--- config.mk ---
export PLATFORM = sky130hd
export DESIGN_NAME = midi_low_velocity_note_filter
export DESIGN_NICKNAME = d
export VERILOG_FILES = /design/src/hdl/mlvnf_pkg.sv /design/src/hdl/mlvnf_ram.sv /design/src/hdl/mlvnf_key_counts.sv /design/src/hdl/midi_low_velocity_note_filter.sv
export SDC_FILE = /design/constraint.sdc
export NUM_CORES = 2
export LEC_CHECK = 0
export ABC_CLOCK_PERIOD_IN_PS = 19800
export BUFFER_PORTS_ARGS = -buffer_cell sky130_fd_sc_hd__clkbuf_2
export CAP_MARGIN = 0
export CELL_PAD_IN_SITES_DETAIL_PLACEMENT = 0
export CELL_PAD_IN_SITES_GLOBAL_PLACEMENT = 1
export CORE_ASPECT_RATIO = 1.5
export CORE_MARGIN = 2
export CORE_UTILIZATION = 40
export DETAILED_ROUTE_END_ITERATION = 12
export HOLD_SLACK_MARGIN = 0.05
export PLACE_DENSITY_LB_ADDON = 0.1
export SLEW_MARGIN = 20
export SYNTH_ARGS = -nofsm -noshare
export SYNTH_HDL_FRONTEND = slang
export SYNTH_SLANG_ARGS = --single-unit
--- constraint.sdc ---
create_clock -name clock -period 19.8 [get_ports clock]
set_input_delay 0.99 -clock clock [delete_from_list [all_inputs] [get_ports clock]]
set_output_delay 0.99 -clock clock [all_outputs]
set_load 0.01 [all_outputs]
--- src/hdl/mlvnf_pkg.sv ---
`timescale 1ns / 1ps
`default_nettype none
// ----------------------------------------------------------------------------
// mlvnf_pkg
// Shared types, codes and helpers for the low-velocity note filter.
// ----------------------------------------------------------------------------
package mlvnf_pkg;

   localparam int KEY_COUNT = 128;
   localparam int KEY_W     = $clog2(KEY_COUNT);

   localparam int COUNT_W   = 16;
   localparam logic [COUNT_W-1:0] COUNT_MAX = '1;

   localparam int DELTA_IN_W  = 28;
   localparam int DELTA_OUT_W = 32;
   localparam int KIND_W      = 4;
   localparam int CHAN_W      = 4;
   localparam int KEYNUM_W    = 8;
   localparam int VALUE_W     = 14;
   localparam int THRESH_W    = 8;
   localparam int STATUS_W    = 8;

   localparam int REQ_DATA_W = 56;
   localparam int REQ_USER_W = 5;
   localparam int RSP_DATA_W = 64;
   localparam int RSP_USER_W = 5;

   localparam logic [KIND_W-1:0] KIND_NOTEOFF  = 4'd0;
   localparam logic [KIND_W-1:0] KIND_NOTEON   = 4'd1;
   localparam logic [KIND_W-1:0] KIND_PROGRAM  = 4'd4;
   localparam logic [KIND_W-1:0] KIND_PRESSURE = 4'd5;
   localparam logic [KIND_W-1:0] KIND_BEND     = 4'd6;
   localparam logic [KIND_W-1:0] KIND_SYSEX    = 4'd7;
   localparam logic [KIND_W-1:0] KIND_META     = 4'd8;

   localparam logic [STATUS_W-1:0] STATUS_NONE  = 8'h00;
   localparam logic [STATUS_W-1:0] STATUS_SYSEX = 8'hF0;
   localparam logic [STATUS_W-1:0] STATUS_META  = 8'hFF;

   typedef logic [KEY_W-1:0]   key_idx_type;
   typedef logic [COUNT_W-1:0] count_type;

   typedef struct packed {
      logic        en;
      key_idx_type idx;
      count_type   value;
   } cnt_wr_type;

   function automatic logic [STATUS_W-1:0] status_of(input logic [KIND_W-1:0] kind,
                                                     input logic [CHAN_W-1:0] chan);
      logic [STATUS_W-1:0] st;
      if (kind == KIND_SYSEX) begin
         st = STATUS_SYSEX;
      end else if (kind == KIND_META) begin
         st = STATUS_META;
      end else begin
         st = {1'b1, kind[2:0], chan};
      end
      return st;
   endfunction

endpackage
`default_nettype wire

--- src/hdl/mlvnf_ram.sv ---
`timescale 1ns / 1ps
`default_nettype none
// ----------------------------------------------------------------------------
// mlvnf_ram
// Generic simple dual-port RAM, one write port, one registered read port.
// ----------------------------------------------------------------------------
module mlvnf_ram #(
   parameter int WIDTH = 16,
   parameter int DEPTH = 128
) (
   input  wire logic                     clock,
   input  wire logic                     wr_en,
   input  wire logic [$clog2(DEPTH)-1:0] wr_addr,
   input  wire logic [WIDTH-1:0]         wr_data,
   input  wire logic                     rd_en,
   input  wire logic [$clog2(DEPTH)-1:0] rd_addr,
   output logic      [WIDTH-1:0]         rd_data
);

   logic [WIDTH-1:0] mem [DEPTH];
   logic [WIDTH-1:0] rd_data_ff;

   always_ff @(posedge clock) begin
      if (wr_en) begin
         mem[wr_addr] <= wr_data;
      end
      if (rd_en) begin
         rd_data_ff <= mem[rd_addr];
      end
   end

   assign rd_data = rd_data_ff;

endmodule
`default_nettype wire

--- src/hdl/mlvnf_key_counts.sv ---
`timescale 1ns / 1ps
`default_nettype none
// ----------------------------------------------------------------------------
// mlvnf_key_counts
// Per-key drop counters: RAM with per-entry valid bits that clear a track at
// once, and a bypass of the last write for back-to-back updates.
// ----------------------------------------------------------------------------
module mlvnf_key_counts (
   input  wire logic                    clock,
   input  wire logic                    reset,
   input  wire logic                    rd_en,
   input  wire mlvnf_pkg::key_idx_type  rd_idx,
   input  wire mlvnf_pkg::key_idx_type  look_idx,
   input  wire logic                    clear,
   input  wire mlvnf_pkg::cnt_wr_type   wr,
   output mlvnf_pkg::count_type         count
);
   import mlvnf_pkg::*;

   logic [KEY_COUNT-1:0] valid_ff;
   logic [KEY_COUNT-1:0] valid_in;
   cnt_wr_type           fwd_ff;
   cnt_wr_type           fwd_in;
   count_type            ram_data;

   mlvnf_ram #(
      .WIDTH(COUNT_W),
      .DEPTH(KEY_COUNT)
   ) u_ram (
      .clock  (clock),
      .wr_en  (wr.en),
      .wr_addr(wr.idx),
      .wr_data(wr.value),
      .rd_en  (rd_en),
      .rd_addr(rd_idx),
      .rd_data(ram_data)
   );

   always_comb begin
      valid_in = clear ? '0 : valid_ff;
      if (wr.en) begin
         valid_in[wr.idx] = 1'b1;
      end
      fwd_in = fwd_ff;
      if (wr.en) begin
         fwd_in = wr;
      end else if (clear) begin
         fwd_in.en = 1'b0;
      end
   end

   always_comb begin
      if (fwd_ff.en && fwd_ff.idx == look_idx) begin
         count = fwd_ff.value;
      end else if (valid_ff[look_idx]) begin
         count = ram_data;
      end else begin
         count = '0;
      end
   end

   always_ff @(posedge clock) begin
      if (reset) begin
         valid_ff  <= '0;
         fwd_ff.en <= 1'b0;
      end else begin
         valid_ff  <= valid_in;
         fwd_ff.en <= fwd_in.en;
      end
      fwd_ff.idx   <= fwd_in.idx;
      fwd_ff.value <= fwd_in.value;
   end

   assert property (@(posedge clock) disable iff (reset)
      wr.en |=> valid_ff[$past(wr.idx)])
      else $error("written count not marked valid");

   assert property (@(posedge clock) disable iff (reset)
      fwd_ff.en |-> valid_ff[fwd_ff.idx])
      else $error("bypass entry points at a cleared key");

   assert property (@(posedge clock) disable iff (reset)
      clear && !wr.en |=> !fwd_ff.en)
      else $error("bypass entry survived a track clear");

endmodule
`default_nettype wire

--- src/hdl/midi_low_velocity_note_filter.sv ---
`timescale 1ns / 1ps
`default_nettype none
// ----------------------------------------------------------------------------
// midi_low_velocity_note_filter
// Drops quiet note-ons and their matching note-offs from a parsed MIDI
// event stream, folding dropped delta times into the next kept event.
// ----------------------------------------------------------------------------
// Takes one event per clock unless a kept event waits on a busy result
// register. The event is registered with its per-key count RAM read, then
// the decision loads the result register. Back-to-back events on the same
// key see the previous update through a write bypass. A track start clears
// all key counts at once through per-key valid bits, so there is no clearing
// pass after reset. Dropped events and unknown kinds yield no output transfer.
// ----------------------------------------------------------------------------
module midi_low_velocity_note_filter (
   input  wire logic                              clock,
   input  wire logic                              reset,
   input  wire logic                              csr_wr_en,
   input  wire logic [mlvnf_pkg::THRESH_W-1:0]    csr_wr_data,
   input  wire logic                              req_tvalid,
   output logic                                   req_tready,
   // delta_time[27:0], channel[31:28], key_number[39:32], data_value[53:40]
   input  wire logic [mlvnf_pkg::REQ_DATA_W-1:0]  req_tdata,
   // track_start[0], event_kind[4:1]
   input  wire logic [mlvnf_pkg::REQ_USER_W-1:0]  req_tuser,
   output logic                                   rsp_tvalid,
   input  wire logic                              rsp_tready,
   // out_delta[31:0], out_channel[35:32], out_key[43:36], out_value[57:44]
   output logic [mlvnf_pkg::RSP_DATA_W-1:0]       rsp_tdata,
   // emit_status[0], out_kind[4:1]
   output logic [mlvnf_pkg::RSP_USER_W-1:0]       rsp_tuser
);
   import mlvnf_pkg::*;

   logic [THRESH_W-1:0]    thresh_ff;

   logic                   s1_valid_ff;
   logic                   s1_start_ff;
   logic [DELTA_IN_W-1:0]  s1_delta_ff;
   logic [KIND_W-1:0]      s1_kind_ff;
   logic [CHAN_W-1:0]      s1_chan_ff;
   logic [KEYNUM_W-1:0]    s1_key_ff;
   logic [VALUE_W-1:0]     s1_value_ff;

   logic [DELTA_OUT_W-1:0] carried_ff;
   logic [DELTA_OUT_W-1:0] carried_in;
   logic [STATUS_W-1:0]    last_ff;
   logic [STATUS_W-1:0]    last_in;

   logic                   rsp_valid_ff;
   logic [DELTA_OUT_W-1:0] rsp_delta_ff;
   logic                   rsp_emit_ff;
   logic [KIND_W-1:0]      rsp_kind_ff;
   logic [CHAN_W-1:0]      rsp_chan_ff;
   logic [KEYNUM_W-1:0]    rsp_key_ff;
   logic [VALUE_W-1:0]     rsp_value_ff;

   logic                   req_xfer;
   logic                   out_free;
   logic                   advance;
   logic [DELTA_OUT_W-1:0] base_delta;
   logic [STATUS_W-1:0]    base_last;
   logic [DELTA_OUT_W-1:0] tick;
   logic                   known;
   logic                   slot;
   logic                   quiet;
   logic                   drop_on;
   logic                   drop_off;
   logic                   keep;
   logic                   sys_or_meta;
   logic [STATUS_W-1:0]    status;
   logic                   emit;
   count_type              store_count;
   count_type              count;
   cnt_wr_type             cnt_wr;
   logic                   cnt_clear;
   logic [CHAN_W-1:0]      kept_chan;
   logic [KEYNUM_W-1:0]    kept_key;
   logic [VALUE_W-1:0]     kept_value;

   assign out_free   = !rsp_valid_ff || rsp_tready;
   assign req_tready = !s1_valid_ff || advance;
   assign req_xfer   = req_tvalid && req_tready;

   assign base_delta  = s1_start_ff ? '0 : carried_ff;
   assign base_last   = s1_start_ff ? STATUS_NONE : last_ff;
   assign tick        = base_delta + {{(DELTA_OUT_W-DELTA_IN_W){1'b0}}, s1_delta_ff};
   assign known       = s1_kind_ff <= KIND_META;
   assign slot        = {1'b0, s1_key_ff} < (KEYNUM_W+1)'(KEY_COUNT);
   assign count       = s1_start_ff ? '0 : store_count;
   assign quiet       = $signed({1'b0, s1_value_ff})
                        <= $signed({{(VALUE_W+1-THRESH_W){thresh_ff[THRESH_W-1]}}, thresh_ff});
   assign drop_on     = known && s1_kind_ff == KIND_NOTEON && quiet;
   assign drop_off    = known && s1_kind_ff == KIND_NOTEOFF && slot && count != '0;
   assign keep        = known && !drop_on && !drop_off;
   assign advance     = s1_valid_ff && (!keep || out_free);
   assign sys_or_meta = s1_kind_ff == KIND_SYSEX || s1_kind_ff == KIND_META;
   assign status      = status_of(s1_kind_ff, s1_chan_ff);
   assign emit        = sys_or_meta || status != base_last;

   assign cnt_clear    = advance && s1_start_ff;
   assign cnt_wr.en    = advance && slot && ((drop_on && count != COUNT_MAX) || drop_off);
   assign cnt_wr.idx   = s1_key_ff[KEY_W-1:0];
   assign cnt_wr.value = drop_on ? count + 1'b1 : count - 1'b1;

   assign kept_chan  = sys_or_meta ? '0 : s1_chan_ff;
   assign kept_key   = (s1_kind_ff == KIND_PROGRAM || s1_kind_ff == KIND_PRESSURE ||
                        s1_kind_ff == KIND_BEND || s1_kind_ff == KIND_SYSEX) ? '0 : s1_key_ff;
   assign kept_value = sys_or_meta ? '0 : s1_value_ff;

   always_comb begin
      carried_in = carried_ff;
      last_in    = last_ff;
      if (advance) begin
         if (!known) begin
            carried_in = base_delta;
         end else if (keep) begin
            carried_in = '0;
         end else begin
            carried_in = tick;
         end
         last_in = (keep && emit) ? status : base_last;
      end
   end

   mlvnf_key_counts u_key_counts (
      .clock   (clock),
      .reset   (reset),
      .rd_en   (req_xfer),
      .rd_idx  (req_tdata[32 +: KEY_W]),
      .look_idx(s1_key_ff[KEY_W-1:0]),
      .clear   (cnt_clear),
      .wr      (cnt_wr),
      .count   (store_count)
   );

   always_ff @(posedge clock) begin
      if (reset) begin
         thresh_ff    <= '0;
         s1_valid_ff  <= 1'b0;
         carried_ff   <= '0;
         last_ff      <= STATUS_NONE;
         rsp_valid_ff <= 1'b0;
      end else begin
         if (csr_wr_en) begin
            thresh_ff <= csr_wr_data;
         end
         if (req_tready) begin
            s1_valid_ff <= req_tvalid;
         end
         carried_ff <= carried_in;
         last_ff    <= last_in;
         if (advance && keep) begin
            rsp_valid_ff <= 1'b1;
         end else if (rsp_tready) begin
            rsp_valid_ff <= 1'b0;
         end
      end
      if (req_xfer) begin
         s1_start_ff <= req_tuser[0];
         s1_kind_ff  <= req_tuser[4:1];
         s1_delta_ff <= req_tdata[27:0];
         s1_chan_ff  <= req_tdata[31:28];
         s1_key_ff   <= req_tdata[39:32];
         s1_value_ff <= req_tdata[53:40];
      end
      if (advance && keep) begin
         rsp_delta_ff <= tick;
         rsp_emit_ff  <= emit;
         rsp_kind_ff  <= s1_kind_ff;
         rsp_chan_ff  <= kept_chan;
         rsp_key_ff   <= kept_key;
         rsp_value_ff <= kept_value;
      end
   end

   assign rsp_tvalid = rsp_valid_ff;
   assign rsp_tdata  = {{(RSP_DATA_W-DELTA_OUT_W-CHAN_W-KEYNUM_W-VALUE_W){1'b0}},
                        rsp_value_ff, rsp_key_ff, rsp_chan_ff, rsp_delta_ff};
   assign rsp_tuser  = {rsp_kind_ff, rsp_emit_ff};

   assert property (@(posedge clock) disable iff (reset)
      !s1_valid_ff |-> req_tready)
      else $error("input stalled with empty stage");

   assert property (@(posedge clock) disable iff (reset)
      advance && keep |=> carried_ff == '0)
      else $error("carried delta not consumed by kept event");

   assert property (@(posedge clock) disable iff (reset)
      $rose(rsp_valid_ff) |-> $past(advance && keep))
      else $error("result appeared without a kept event");

   assert property (@(posedge clock) disable iff (reset)
      rsp_valid_ff && (rsp_kind_ff == KIND_SYSEX || rsp_kind_ff == KIND_META) |-> rsp_emit_ff)
      else $error("sysex or meta without status byte");

endmodule
`default_nettype wire

Word-level counts from Yosys, hierarchy flattened --
Memory sizes are Yosys's and may differ from the RTL's. A register that Yosys moved wholly into a read port is not among the register bits. Cells that the tools add are included.
Operators by class: multipliers 0, bitwise gates (word level) 1, divide/modulo/power cells 0, equal/unequal tests 9, shifts and indexed selects 0, add/subtract/negate cells 3, reduce and logical (&&, ||, !) cells 35, $lt $le $gt $ge 5, mux-type cells 23
Operators by type and width (number):
- $mux 128 | 2
- $or 128x128->128 | 1
- $mux 32 | 3
- $mux 16 | 4
- $add 32x28->32 | 1
- $logic_and 1x1->1 | 17
- $add 16x1->16 const B | 1
- $eq 4x3->1 const B | 4
- $mux 8 | 2
- $ne 16x16->1 const B | 1
- $reduce_bool 16->1 | 1
- $sub 16x1->16 const B | 1
- $le 15x8->1 | 1
- $mux 7 | 2
- $logic_or 1x1->1 | 9
- $lt 7x8->1 const B | 1
- $lt 8x8->1 const B | 1
- $mux 1 | 8
- $ne 8x8->1 | 1
- $bmux 1 s7 | 1
- $demux 1 s7 | 1
- $eq 7x7->1 | 1
- $ge 7x1->1 const B | 1
- $logic_not 1->1 | 5
- other kinds (5) | 6
Storage, ports and cells: memory bits (writable) 2048, bits in read-only memories 0, bits in latches 0, register bits 324, memories kept 1, output and inout bits 71, logic and storage cells 98, input port bits 74
Memories:
- u_key_counts.u_ram.mem | depth 128, width 16, read ports 1, clocked after memory_dff 1, wr ports 1, line mlvnf_ram.sv:20 | logic [WIDTH-1:0] mem [DEPTH];

Longest topological paths before layout --
depth in word-level cells 16, mapped depth 26, depth with buffers taken out 23

Modules after synthesis --
A second synthesis with hierarchy kept.
Second synthesis, totals: cell total of the unflattened synthesis 4520, area total of the unflattened synthesis 94265.4 sq um
Modules (own cells, without submodules):
- mlvnf_ram | area each 78683.0 sq um, cells an instance 3086, instances 1, sequential area each 61979.4 sq um
- midi_low_velocity_note_filter | area each 8906.0 sq um, cells an instance 791, instances 1, sequential area each 4664.5 sq um
- mlvnf_key_counts | area each 6676.4 sq um, cells an instance 643, instances 1, sequential area each 3273.1 sq um

Worst setup path after synthesis --
Ideal clock, no wire load.
path type register to register, from reg s1_key_ff[2], to reg u_key_counts.fwd_ff[12] (netlist name) (data pin), buffers on the path 2, slack 10153 ps, data required time 18931 ps, library setup time 869 ps, data arrival time 8777 ps, cell stages (with the launch flop) 22, period minus slack after synthesis 9647 ps, path through edfxtp_1 > buf_6 > and2b_4 > buf_6 > a221oi_2 > o22ai_1 > a32o_2 > nor4_4 > nand3_4 > a32oi_4 > inv_1 > fa_1 > a21o_1 > a21oi_1 > o21bai_1 > a21oi_1 > o21bai_1 > a21oi_1 > o21ai_0 > a21oi_1 > o21ai_0 > xor2_1
RTL lines:
- start, declared | line midi_low_velocity_note_filter.sv:42 | logic [KEYNUM_W-1:0] s1_key_ff;
- start signal, assigned | line midi_low_velocity_note_filter.sv:164 | s1_key_ff <= req_tdata[39:32];
- end, declared | line mlvnf_key_counts.sv:22 | cnt_wr_type fwd_ff;

==> results.py <==
metrics = {
    "worst_setup_path": {
        "crit_top_cell": "buf_4",
        "worstSetupPathType": "flop to flop",
        "worstPathCellList": "buf_4 > nor2b_1 > a22oi_1 > mux2i_1 > o21ai_0 > a41o_1 > nand3_4 > and2_0 > nand2_1 > a21oi_1 > ha_1 > nand3_1 > a21oi_1 > o31ai_1 > a2111oi_0 > o31ai_1 > a21boi_0 > a21oi_4 > buf_4 > buf_4",
        "cp-start-kind": "flop",
        "cp.required_ns": 20.35,
        "crit_arrival_ns": 8.79,
        "rrSetupSlack_ns": 11.55,
        "max_stage_delay_ns": 0.91,
        "crit_fanout": 65,
        "cp-end-kind": "flop",
        "slowest_stage": "nor2b_1",
    },
    "grt": {
        "grt-ovfl-total": 0,
        "grt_max_degree": 133,
        "grtUsageTotal_pct": 19.7,
        "grt_pass1_wl_microns": 339000,
        "grt_pass1_vias": 47300,
        "antenna_found_initial": 7,
    },
    "cts": {
        "clock-root-buffer": "clkbuf_16",
        "cts_tree": "done",
        "numCtsBuffers": 229,
        "postCtsSetupBuffers": 0,
        "hold_buffers": 0,
        "clk_pin_slew_ns": 0.06,
        "insertion_delay_ns": 0.87,
        "cts_max_level": 4,
        "cts_buffer_depth": 4,
        "post_cts_resized": 0,
        "cts.sink_count": 2388,
    },
    "power": {
        "finalPower_mw": 10.7,
        "leakagePower_nw": 33.7,
        "ir_drop_mv": 0.0660,
        "pwr_density_cell_nw_per_um2": 101,
    },
    "routing": {
        "drt-total-wl_microns": 235000,
        "via_per_inst": 5.59,
        "drt_pass1_iterations": 5,
        "num_vias": 44600,
        "drt_iter0_markers": 3715,
        "drc": 0,
        "wl_per_cell_microns": 29.4,
        "drtAntennaViolNets": 0,
    },
    "final_layout": {
        "syn2layout_area_growth_pct": 12.9,
        "drive_above_1_share_pct": 28.9,
        "final_common_cell": "edfxtp_1",
        "layoutNonFillerInstCount": 7970,
        "fillers": 19700,
        "nets": 4851,
        "final_cell_mix": "2,209 x edfxtp_1, 674 x mux4_2, 231 x clkbuf_16",
    },
    "synth": {
        "synth.area.top_cells": "edfxtp_1 71%, mux4_2 16%, dfxtp_1 3.8%",
        "avgSynthCellArea_sq_um": 21.3,
        "async_flop_share_pct": 0,
        "seq_area_frac_synth_pct": 74.5,
        "synth_area_leader_cell": "edfxtp_1",
        "synth-seq-cells": 2388,
        "ys.flop_type": "edfxtp_1",
        "synth_area_sq_um": 93900,
        "yosysWarnings": 0,
        "synth-edff-count": 2209,
        "syn_inst": 4412,
        "netlist-cell-type-count": 87,
        "synth_top_area_share_pct": 70.7,
    },
    "floorplanning": {
        "coreArea_sq_um": 233000,
        "dieArea_sq_um": 239000,
        "fp-row-count": 217,
        "start_util_pct": 40.3,
        "ioPinCount": 145,
        "die_w_microns": 400,
        "dieHeight_microns": 597,
    },
    "sta": {
        "min_period_ns": 8.25,
        "setup_tns_ns": 0,
        "fin_crit_sh_pct": 41.7,
        "max_freq_ghz": 0.121,
        "setup_viol": 0,
        "hold_viol_final": 0,
        "worst_slew_pin_slew_ns": 1.12,
        "skew_ns": 0.0345,
        "max-slew-margin-rel_pct": 25.0,
        "rsz0062_at_grt": "false",
        "worst_slack_ns": 11.55,
        "maxSlewViolCount": 0,
    },
    "placed_design": {
        "portBuffers": 136,
        "place.gp.congestion": 0.777,
        "dp.cells": 7553,
        "dpl_worst_slack_ns": 11.54,
        "dp_hpwl_microns": 139000,
    },
    "outcome": {
        "status": "completed",
    },
    "hold_path": {
        "worstHoldPathType": "input pin to flop",
    },
    "job": {
        "drv_cap": 0,
    },
}
==> state kept, by name, indices dropped and copies added (netlist names), 14 cells and up <==
name and cells:
carried_ff 32, rsp_delta_ff 32, rsp_value_ff 14, s1_delta_ff 28, s1_value_ff 14, u_key_counts.fwd_ff 24, u_key_counts.u_ram.mem 2048, u_key_counts.u_ram.rd_data 16
u_key_counts.valid_ff 128
==> worst max-delay path: cells and delay by family (launching register included) <==
kind,cells,cell delay [ns]
compound gates,10,3.26
fa+ha+maj,1,0.30
buf+inv,3,1.69
flops,1,0.40
mux,1,0.17
simple gates,5,1.93
==> logic make-up (layout without fill, tap and decap cells) <==
logic type | after synthesis | in the layout | share of synthesized area (%)
DFF | 2388 | 2388 | 74.5
muxes | 733 | 733 | 16.8
and+or+nand+nor | 481 | 481 | 2.66
AOI/OAI and AO/OA | 417 | 417 | 3.36
buffers and inverters | 285 | 763 | 1.42
adders and majority gates | 59 | 59 | 0.802
xor gates and xnor gates | 48 | 48 | 0.448
other | 1 | 15 | 0.00399
==> layout make-up <==
class	instances	area, sq um	share of cell area [%]
inverters	39	151	0.143
clock buffers	296	6120	5.78
diodes	9	22.5	0.0212
clock inverters	112	855	0.806
well taps	3066	3840	3.62
repair buffers	316	2120	2.00
flip-flops and latches	2388	69900	66.0
multi-input cells	1744	23000	21.7
==> report_power, final <==
group | total (mW) | switching [mW] | internal, mW
clock | 4.20 | 1.86 | 2.33
sequential | 5.76 | 0.0140 | 5.75
combinational | 0.734 | 0.514 | 0.219
==> per-stage QoR <==
stage | instance area, sq um | utilization [%] | hold slack, ns
after floorplan | 93900 | - | 0.421
after global placement | 99000 | 42.4 | 0.448
after detailed placement | 99000 | 42.4 | 0.449
after CTS | 106000 | 45.4 | 0.217
after global routing | 106000 | 45.4 | 0.254
final | 106000 | 45.4 | 0.303
==> path summary, 6_finish.rpt <==
path / startpoint / to / cells after the start
worst max-delay path: s1_key_ff[0] / u_key_counts.u_ram.mem[116][13] / 20
worst min-delay path: req_tdata[50] / s1_value_ff[10] / 1
worst max register to register: s1_key_ff[0] / u_key_counts.u_ram.mem[116][13] / 20
worst min register to register: carried_ff[27] / carried_ff[27] / 1
==> synthesized netlist by cell type, drive strengths merged (4+ instances only) <==
| library cell | count |
|---|---|
| edfxtp | 2209 |
| mux4 | 674 |
| nor2 | 198 |
| dfxtp | 179 |
| a22o | 160 |
| buf | 125 |
| clkbuf | 121 |
| nand2 | 78 |
| a21oi | 76 |
| ha | 57 |
| nor2b | 44 |
| o21ai | 41 |
| inv | 38 |
| and2 | 37 |
| mux2i | 34 |
| nand3 | 34 |
| xnor2 | 30 |
| mux2 | 25 |
| a21o | 23 |
| nor3 | 19 |
| nand2b | 18 |
| xor2 | 18 |
| a22oi | 13 |
| o22ai | 13 |
| a32o | 11 |
| nand4 | 11 |
| nor4 | 11 |
| a221oi | 9 |
| o21bai | 8 |
| a31oi | 7 |
| and3 | 7 |
| a2111oi | 6 |
| o21a | 6 |
| nor3b | 5 |
| a211oi | 4 |
| a21boi | 4 |
| o211ai | 4 |
| or2 | 4 |
| or3 | 4 |
==> per-layer routing <==
metal  GRT usage [%]  part of all wire [%]
met2            35.7                    54
met4            4.38                   2.1
met5               0                     0
met3            2.44                   3.8
met1            25.1                    41
No activity file was read; power rests on OpenSTA's default activity.
